[src/rtl/core/zsle_pkg.sv]
`timescale 1ns / 1ps
// Shared package for the z-score to log10 E-value block.
// Holds config register indexes, pipeline flag type and the tail table.
package zsle_pkg;

  localparam int TABLE_ENTRIES_DEF = 80;
  localparam int FRAC_BITS_DEF     = 16;
  localparam int KNOWN_POINTS      = 80;
  localparam int CFG_IDX_W         = 2;
  localparam int CFG_DATA_W        = 32;
  localparam int SCORE_W           = 32;
  localparam int STD_DEV_W         = 31;
  localparam int DB_SIZE_W         = 22;
  localparam int OUT_W             = 24;

  typedef enum logic [CFG_IDX_W-1:0] {
    CFG_MEAN    = 2'd0,
    CFG_STD_DEV = 2'd1,
    CFG_DB_SIZE = 2'd2
  } cfg_idx_e;

  typedef struct packed {
    logic below;
    logic clamp;
  } zsle_flags_t;

  // magnitudes of log10 upper-tail normal probabilities, millionths
  localparam longint TAIL_MICRO [KNOWN_POINTS] = '{
    301030, 337080, 375986, 417836, 462712, 510692, 561848, 616250,
    673960, 735040, 799546, 867529, 939039, 1014120, 1092820, 1175180,
    1261230, 1351000, 1444540, 1541870, 1643020, 1748010, 1856880, 1969640,
    2086320, 2206930, 2331500, 2460050, 2592590, 2729130, 2869700, 3014300,
    3162960, 3315670, 3472460, 3633340, 3798310, 3967380, 4140570, 4317890,
    4499330, 4684920, 4874660, 5068550, 5266600, 5468820, 5675210, 5885790,
    6100550, 6319500, 6542650, 6769990, 7001550, 7237310, 7477290, 7721490,
    7969900, 8222550, 8479420, 8740520, 9005860, 9275440, 9549260, 9827330,
    10109600, 10396200, 10687000, 10982100, 11281400, 11585000, 11892900, 12205000,
    12521400, 12842000, 13166800, 13496000, 13829100, 14165700, 14507400, 14857700
  };

  // table entry in frac_bits fraction bits, rounded half away from zero;
  // evaluated at elaboration only
  function automatic longint tail_val(int idx, int frac_bits);
    int     i;
    longint mag;
    i   = (idx < KNOWN_POINTS) ? idx : KNOWN_POINTS - 1;
    mag = (TAIL_MICRO[i] <<< frac_bits) + 64'sd500000;
    return -(mag / 64'sd1000000);
  endfunction

endpackage

[src/rtl/core/zsle_div_cell.sv]
`timescale 1ns / 1ps
// One restoring-division cell: yields one quotient bit per item.
// Depends on zsle_pkg.
module zsle_div_cell import zsle_pkg::*; #(
  parameter int QW = 23
) (
  input  logic                 clk_i,
  input  logic                 rst_ni,
  input  logic                 en_i,
  input  logic                 valid_i,
  input  zsle_flags_t          flags_i,
  input  logic [STD_DEV_W-1:0] sd_i,
  input  logic [STD_DEV_W-1:0] rem_i,
  input  logic [QW-1:0]        num_i,
  input  logic [QW-1:0]        quo_i,
  output logic                 valid_o,
  output zsle_flags_t          flags_o,
  output logic [STD_DEV_W-1:0] rem_o,
  output logic [QW-1:0]        num_o,
  output logic [QW-1:0]        quo_o
);

  logic [STD_DEV_W:0]   trial;
  logic                 ge;
  logic [STD_DEV_W-1:0] rem_d;

  assign trial = {rem_i, num_i[QW-1]};
  assign ge    = trial >= {1'b0, sd_i};
  // remainder stays below the divisor, so it fits the divisor width
  assign rem_d = ge ? STD_DEV_W'(trial - {1'b0, sd_i}) : trial[STD_DEV_W-1:0];

  always_ff @(posedge clk_i or negedge rst_ni) begin
    if (!rst_ni) begin
      valid_o <= 1'b0;
    end else if (en_i) begin
      valid_o <= valid_i;
    end
  end

  always_ff @(posedge clk_i) begin
    if (en_i) begin
      flags_o <= flags_i;
      rem_o   <= rem_d;
      num_o   <= {num_i[QW-2:0], 1'b0};
      quo_o   <= {quo_i[QW-2:0], ge};
    end
  end

endmodule

[config.mk]
export PLATFORM = sky130hd
export DESIGN_NAME = zsle_div_cell
export DESIGN_NICKNAME = d
export VERILOG_FILES = /design/src/rtl/core/zsle_pkg.sv /design/src/rtl/core/zsle_div_cell.sv
export SDC_FILE = /design/constraint.sdc
export NUM_CORES = 1
export LEC_CHECK = 0
export BUFFER_PORTS_ARGS = -buffer_cell sky130_fd_sc_hd__buf_2
export CORE_UTILIZATION = 48
export CTS_BUF_LIST = sky130_fd_sc_hd__clkbuf_16
export DETAILED_ROUTE_END_ITERATION = 10
export PLACE_DENSITY = 0.8
export RECOVER_POWER = 25
export SLEW_MARGIN = 15
export SYNTH_ARGS = -nofsm -noshare
export SYNTH_HDL_FRONTEND = slang
export SYNTH_SLANG_ARGS = --single-unit
[constraint.sdc]
create_clock -name clk_i -period 0.87 [get_ports clk_i]
set_clock_uncertainty 0.05 [all_clocks]
set_input_delay 0.087 -clock clk_i [delete_from_list [all_inputs] [get_ports clk_i]]
set_output_delay 0.087 -clock clk_i [all_outputs]
set_load 0.03 [all_outputs]
Word-level counts from Yosys, hierarchy flattened
Index checks and enable logic that the tools add are counted.
{"block": "classes", "add_sub_neg": 1, "mul": 0, "div": 0, "n_lt_le_gt_ge": 1, "n_eq_ne": 0, "shifts": 0, "muxes": 1, "bitwise_logic": 0, "n_reduce_logical": 0}
{"cell": "greater-or-equal comparator 32 x 31 -> 1 bit", "count": 1}
{"cell": "two-way mux 31 bit", "count": 1}
{"cell": "subtractor 31 bit", "count": 1}
{"block": "totals", "register_bits": 79, "latch_bits": 0, "ramBits": 0, "mem_bits_ro": 0, "output_inout_bits": 80, "n_memories": 0}

Logic depth before layout (Yosys ltp)
{"block": "depth", "word_depth": 2, "depth_mapped": 12, "mapped_depth_nobuf": 11}

Least setup slack after synthesis
OpenSTA, ideal clock, no wires.
{"block": "synth_timing", "path_type": "input port to flip-flop", "startpoint": "input port sd_i[5]", "endpoint": "register rem_o[19], data pin", "setup_time_ps": 260, "arrival_ps": 2170, "t_required_ps": 560, "path_slack_ps": -1611, "stages": 10, "path_buffers": 1, "path_cell_list": "inv_1 > ha_1 > a21o_1 > or3_1 > o21a_2 > a31o_4 > o21ai_4 > nand3_4 > buf_6 > mux2_4"}
{"block": "synth_via", "elab_chain_cells": 2, "elab_cells_between_ends": 3}
{"element": "from (decl)", "line_no": "zsle_div_cell.sv:12", "text": "input logic [STD_DEV_W-1:0] sd_i,"}
{"element": "subtractor 31 bit or greater-or-equal comparator 32 x 31 -> 1 bit (tied branches)", "line_no": "zsle_div_cell.sv:30, zsle_div_cell.sv:28"}
{"element": "two-way mux 31 bit (*)", "line_no": "zsle_div_cell.sv:30", "text": "assign rem_d = ge ? STD_DEV_W'(trial - {1'b0, sd_i}) : trial[STD_DEV_W-1:0];"}
{"element": "via rem_d[19]", "line_no": "zsle_div_cell.sv:25", "text": "logic [STD_DEV_W-1:0] rem_d;"}
{"element": "to (signal assigned)", "line_no": "zsle_div_cell.sv:43", "text": "rem_o <= rem_d;"}
{"element": "to (decl)", "line_no": "zsle_div_cell.sv:18", "text": "output logic [STD_DEV_W-1:0] rem_o,"}
The timed path passes the listed nets; every way through them passes the cells marked *.
A chain may end at the register's enable or synchronous reset.

Worst setup path after layout
{"block": "layout_timing", "startpoint": "input port rem_i[15]", "endpoint": "register rem_o[29], data pin"}
{"block": "layout_via", "elab_chain_cells": 2, "elab_cells_between_ends": 3}
{"element": "from (decl)", "line_no": "zsle_div_cell.sv:13", "text": "input logic [STD_DEV_W-1:0] rem_i,"}
{"element": "subtractor 31 bit or greater-or-equal comparator 32 x 31 -> 1 bit (tied branches)", "line_no": "zsle_div_cell.sv:30, zsle_div_cell.sv:28"}
{"element": "two-way mux 31 bit (*)", "line_no": "zsle_div_cell.sv:30"}
{"element": "via rem_d[29]", "line_no": "zsle_div_cell.sv:25"}
Marked as above.

==> impl_results.md <==
- Multi-input gate area: 2490 µm²
- Layout area overhead: 88.1%
- Max_cap viols: 0
- Routed len/inst: 27.2 µm
- Status: complete, but fails checks
- Max transition margin: 65.7%
- VDD IR max: 1.26 mV
- Final setup vio count: 111
- Starting Density: 49.5%
- Top cells by area, synth: edfxtp_1 51%, ha_1 8.5%, a21oi_1 5.7%
- CORE AREA: 9240 µm²
- Die height: 99.6 µm
- Average cell area after synthesis: 11.0 µm²
- Final hold violation count: 0
- First-pass GRT wire length: 29400 µm
- Synth area leader: edfxtp_1
- Pwr dens: 1790 nW/µm²
- Lkg Pwr: 3.85 nW
- Final period utilization: 280%
- DP Area: 6590 µm²
- Detail Route Antenna Nets: 0
- Top Family by Delay on Critical Path: compound AO/OA/AOI/OAI gates
- Worst Setup End Kind: register
- Die W: 99.6 µm
- Startpoint Class: input port
- TritonCTS clock tree: done
- Async set-reset flop share out of synthesis: 1.27%
- CP bufs+invs: 2
- Final Power: 15.4 mW
- Final Max Slew Viols: 0
- DRT Wirelength: 24900 µm
- Worst-Skew Late Latency: 0.34 ns
- Mapped Cells: 416
- Placer congestion estimate: 0.908
- Input/output buffers: 191
- Post-layout nets: 927
- Final worst slack: -1.57 ns
- CP max stage delay: 0.41 ns
- Max Root-Sink Buffers: 2
- FILL cells: 289
- CP Class: in -> reg
- Cells along the critical path: buf_2 > ha_2 > nand2_1 > nor2_1 > a211oi_2 > o221ai_2 > a41o_1 > buf_4 > a211oi_1 > o2111ai_1 > nand4_1
- Share of layout cells above drive strength 1: 54.7%
- Vias: 5856
- CTS root buf: clkbuf_16
- CP max stage cell: a211oi_1
- Post-synth EDFFs: 78
- Number of global-route vias before repair: 5478
- RSZ-0062 raised after global routing: yes
- FF+latch area: 2370 µm²
- Residual DRC: 2
- Post-synthesis instance area: 4570 µm²
- Violated checks: DRC, setup timing
- Avg Vias per Cell: 6.39
- Initial antenna violation count: 2
- Total die area: 9920 µm²
- Row count: 35
- Top cell type's share of synthesized area: 51.2%
- Yosys warns: 0
- WP data required: 1.02 ns
- Grt total ovfl: 0
- Worst slew pin tran: 0.511 ns
- H-tree levels: 3
- Num Clock Sinks: 79
- Min cycle time layout: 2.44 ns
- Largest net degree at the start of global routing: 37
- CP Max Fanout: 5
- DR pass1 iterations: 11
- DRT iter0 DRCs: 815
- FMAX: 410 MHz
- Cell variety after synth: 58
- Synthesized net count: 562
- HP Class: in -> reg
- Fin area: 8600 µm²
- CTS Buf Count: 9
- Placed wire-length estimate: 9850 µm
- Top Ports: 194
- Crit path DAT: 2.58 ns
- Register area share after synthesis: 51.8%
- FF+latch count, synth: 79
- Total track usage: 39.4%
- CTS clk-pin slew, worst paths: 0.07 ns
- Primary FF master, synth: edfxtp_1
-- through the flow --
step	util, %	setup TNS (ns)	setup slack, ns	std cells	hold slack [ns]
2_1_floorplan	-	-42.32	-1.45	416	-0.259
3_3_place_gp	71.3	-49.95	-1.67	834	-0.188
3_5_place_dp	71.3	-51.24	-1.70	834	-0.187
4_1_cts	88.1	-48.25	-1.25	905	0.000766
5_1_grt	93.1	-62.53	-1.78	917	0.0343
6_report	93.1	-59.81	-1.57	917	0.0260
-- registers in the layout, summed over array words and instances (netlist names) --
name / cells
num_o: 22
valid_o: 1
flags_o: 2
quo_o: 23
rem_o: 31
-- logic make-up after synthesis --
logic type | Yosys count | share of synthesized area, %
xor+xnor | 26 | 4.98
fa+ha+maj | 32 | 8.92
flops | 79 | 51.8
other cells | 1 | 0.0820
mux | 5 | 1.48
buf+inv | 55 | 5.23
simple gates | 101 | 10.9
compound gates | 117 | 16.7
-- cells in the mapped netlist (3+ instances only) --
master / instances
o21ai_0: 16
or3_1: 3
nand2_1: 17
xnor2_1: 16
buf_2: 5
o2111ai_1: 3
nand3_1: 8
xor2_1: 10
nor4_1: 3
nor2_1: 38
nand2b_1: 4
a21oi_1: 52
nand4_1: 11
buf_6: 3
a31oi_1: 4
a21o_1: 12
nor3_1: 3
clkbuf_1: 4
ha_1: 31
inv_1: 41
mux2_4: 3
and3_1: 3
o21a_1: 3
edfxtp_1: 78
and2_1: 4
-- area by class of cell --
| type | count | share of cell area, % |
|---|---|---|
| tap | 129 | 1.88 |
| clock buffer | 9 | 2.62 |
| clock inverter | 7 | 1.13 |
| antenna | 2 | 0.0582 |
| inverter | 41 | 1.93 |
| sequential | 79 | 27.5 |
| multi-input combinational | 282 | 29.0 |
| timing repair buffer | 368 | 35.9 |
-- where the power goes --
group	switching [mW]	internal (mW)	total, mW
combinational	3.24	2.73	5.96
clock	1.93	2.54	4.47
sequential	0.285	4.72	5.01
-- worst paths after layout --
path	start	endpoint	slack, ns	cells past startpoint
hold reg to reg	valid_o	valid_o	0.50	1
hold / removal	rem_i[3]	rem_o[4]	0.03	2
max in group asynchronous	rst_ni	valid_o	0.61	2
min in group asynchronous	rst_ni	valid_o	0.07	2
setup reg to reg	valid_o	valid_o	0.03	1
setup / recovery	rem_i[15]	rem_o[29]	-1.57	11
-- placed cells by master, fill, tap and decap left out, types with 6 or more instances in the layout --
cell and n:
nor2_1 14, inv_1 36, clkbuf_16 12, nand2_1 16, buf_4 113, xnor2_1 16, dlygate4sd3_1 48, buf_2 106
ha_4 10, o21ai_0 9, nor2_2 7, nand3_1 8, a21o_1 12, a21oi_1 34, xor2_1 8, edfxtp_1 78
buf_6 84, o21ai_1 6, nand4_1 11, ha_1 17, a21oi_2 15, buf_8 8, nor2_4 17
-- timing repair --
item / CTS / global route
gates cloned: 0 / 3
setup buffers: 7 / 7
pin swaps: 11 / 23
hold buffers: 48 / 0
endpoints found under the hold margin: 48 / 0
gates resized for setup: 206 / 79
endpoints found under the setup margin: 111 / 111
-- routing by layer --
layer	track usage, %	part of all wire (%)	vias up
met5	0	0.24	-
met4	21.7	11	2
met3	9.77	13	266
met2	69.4	45	645
met1	43.8	32	2676
li1	-	-	2267
Note: power is estimated with default switching activity, not from simulation.
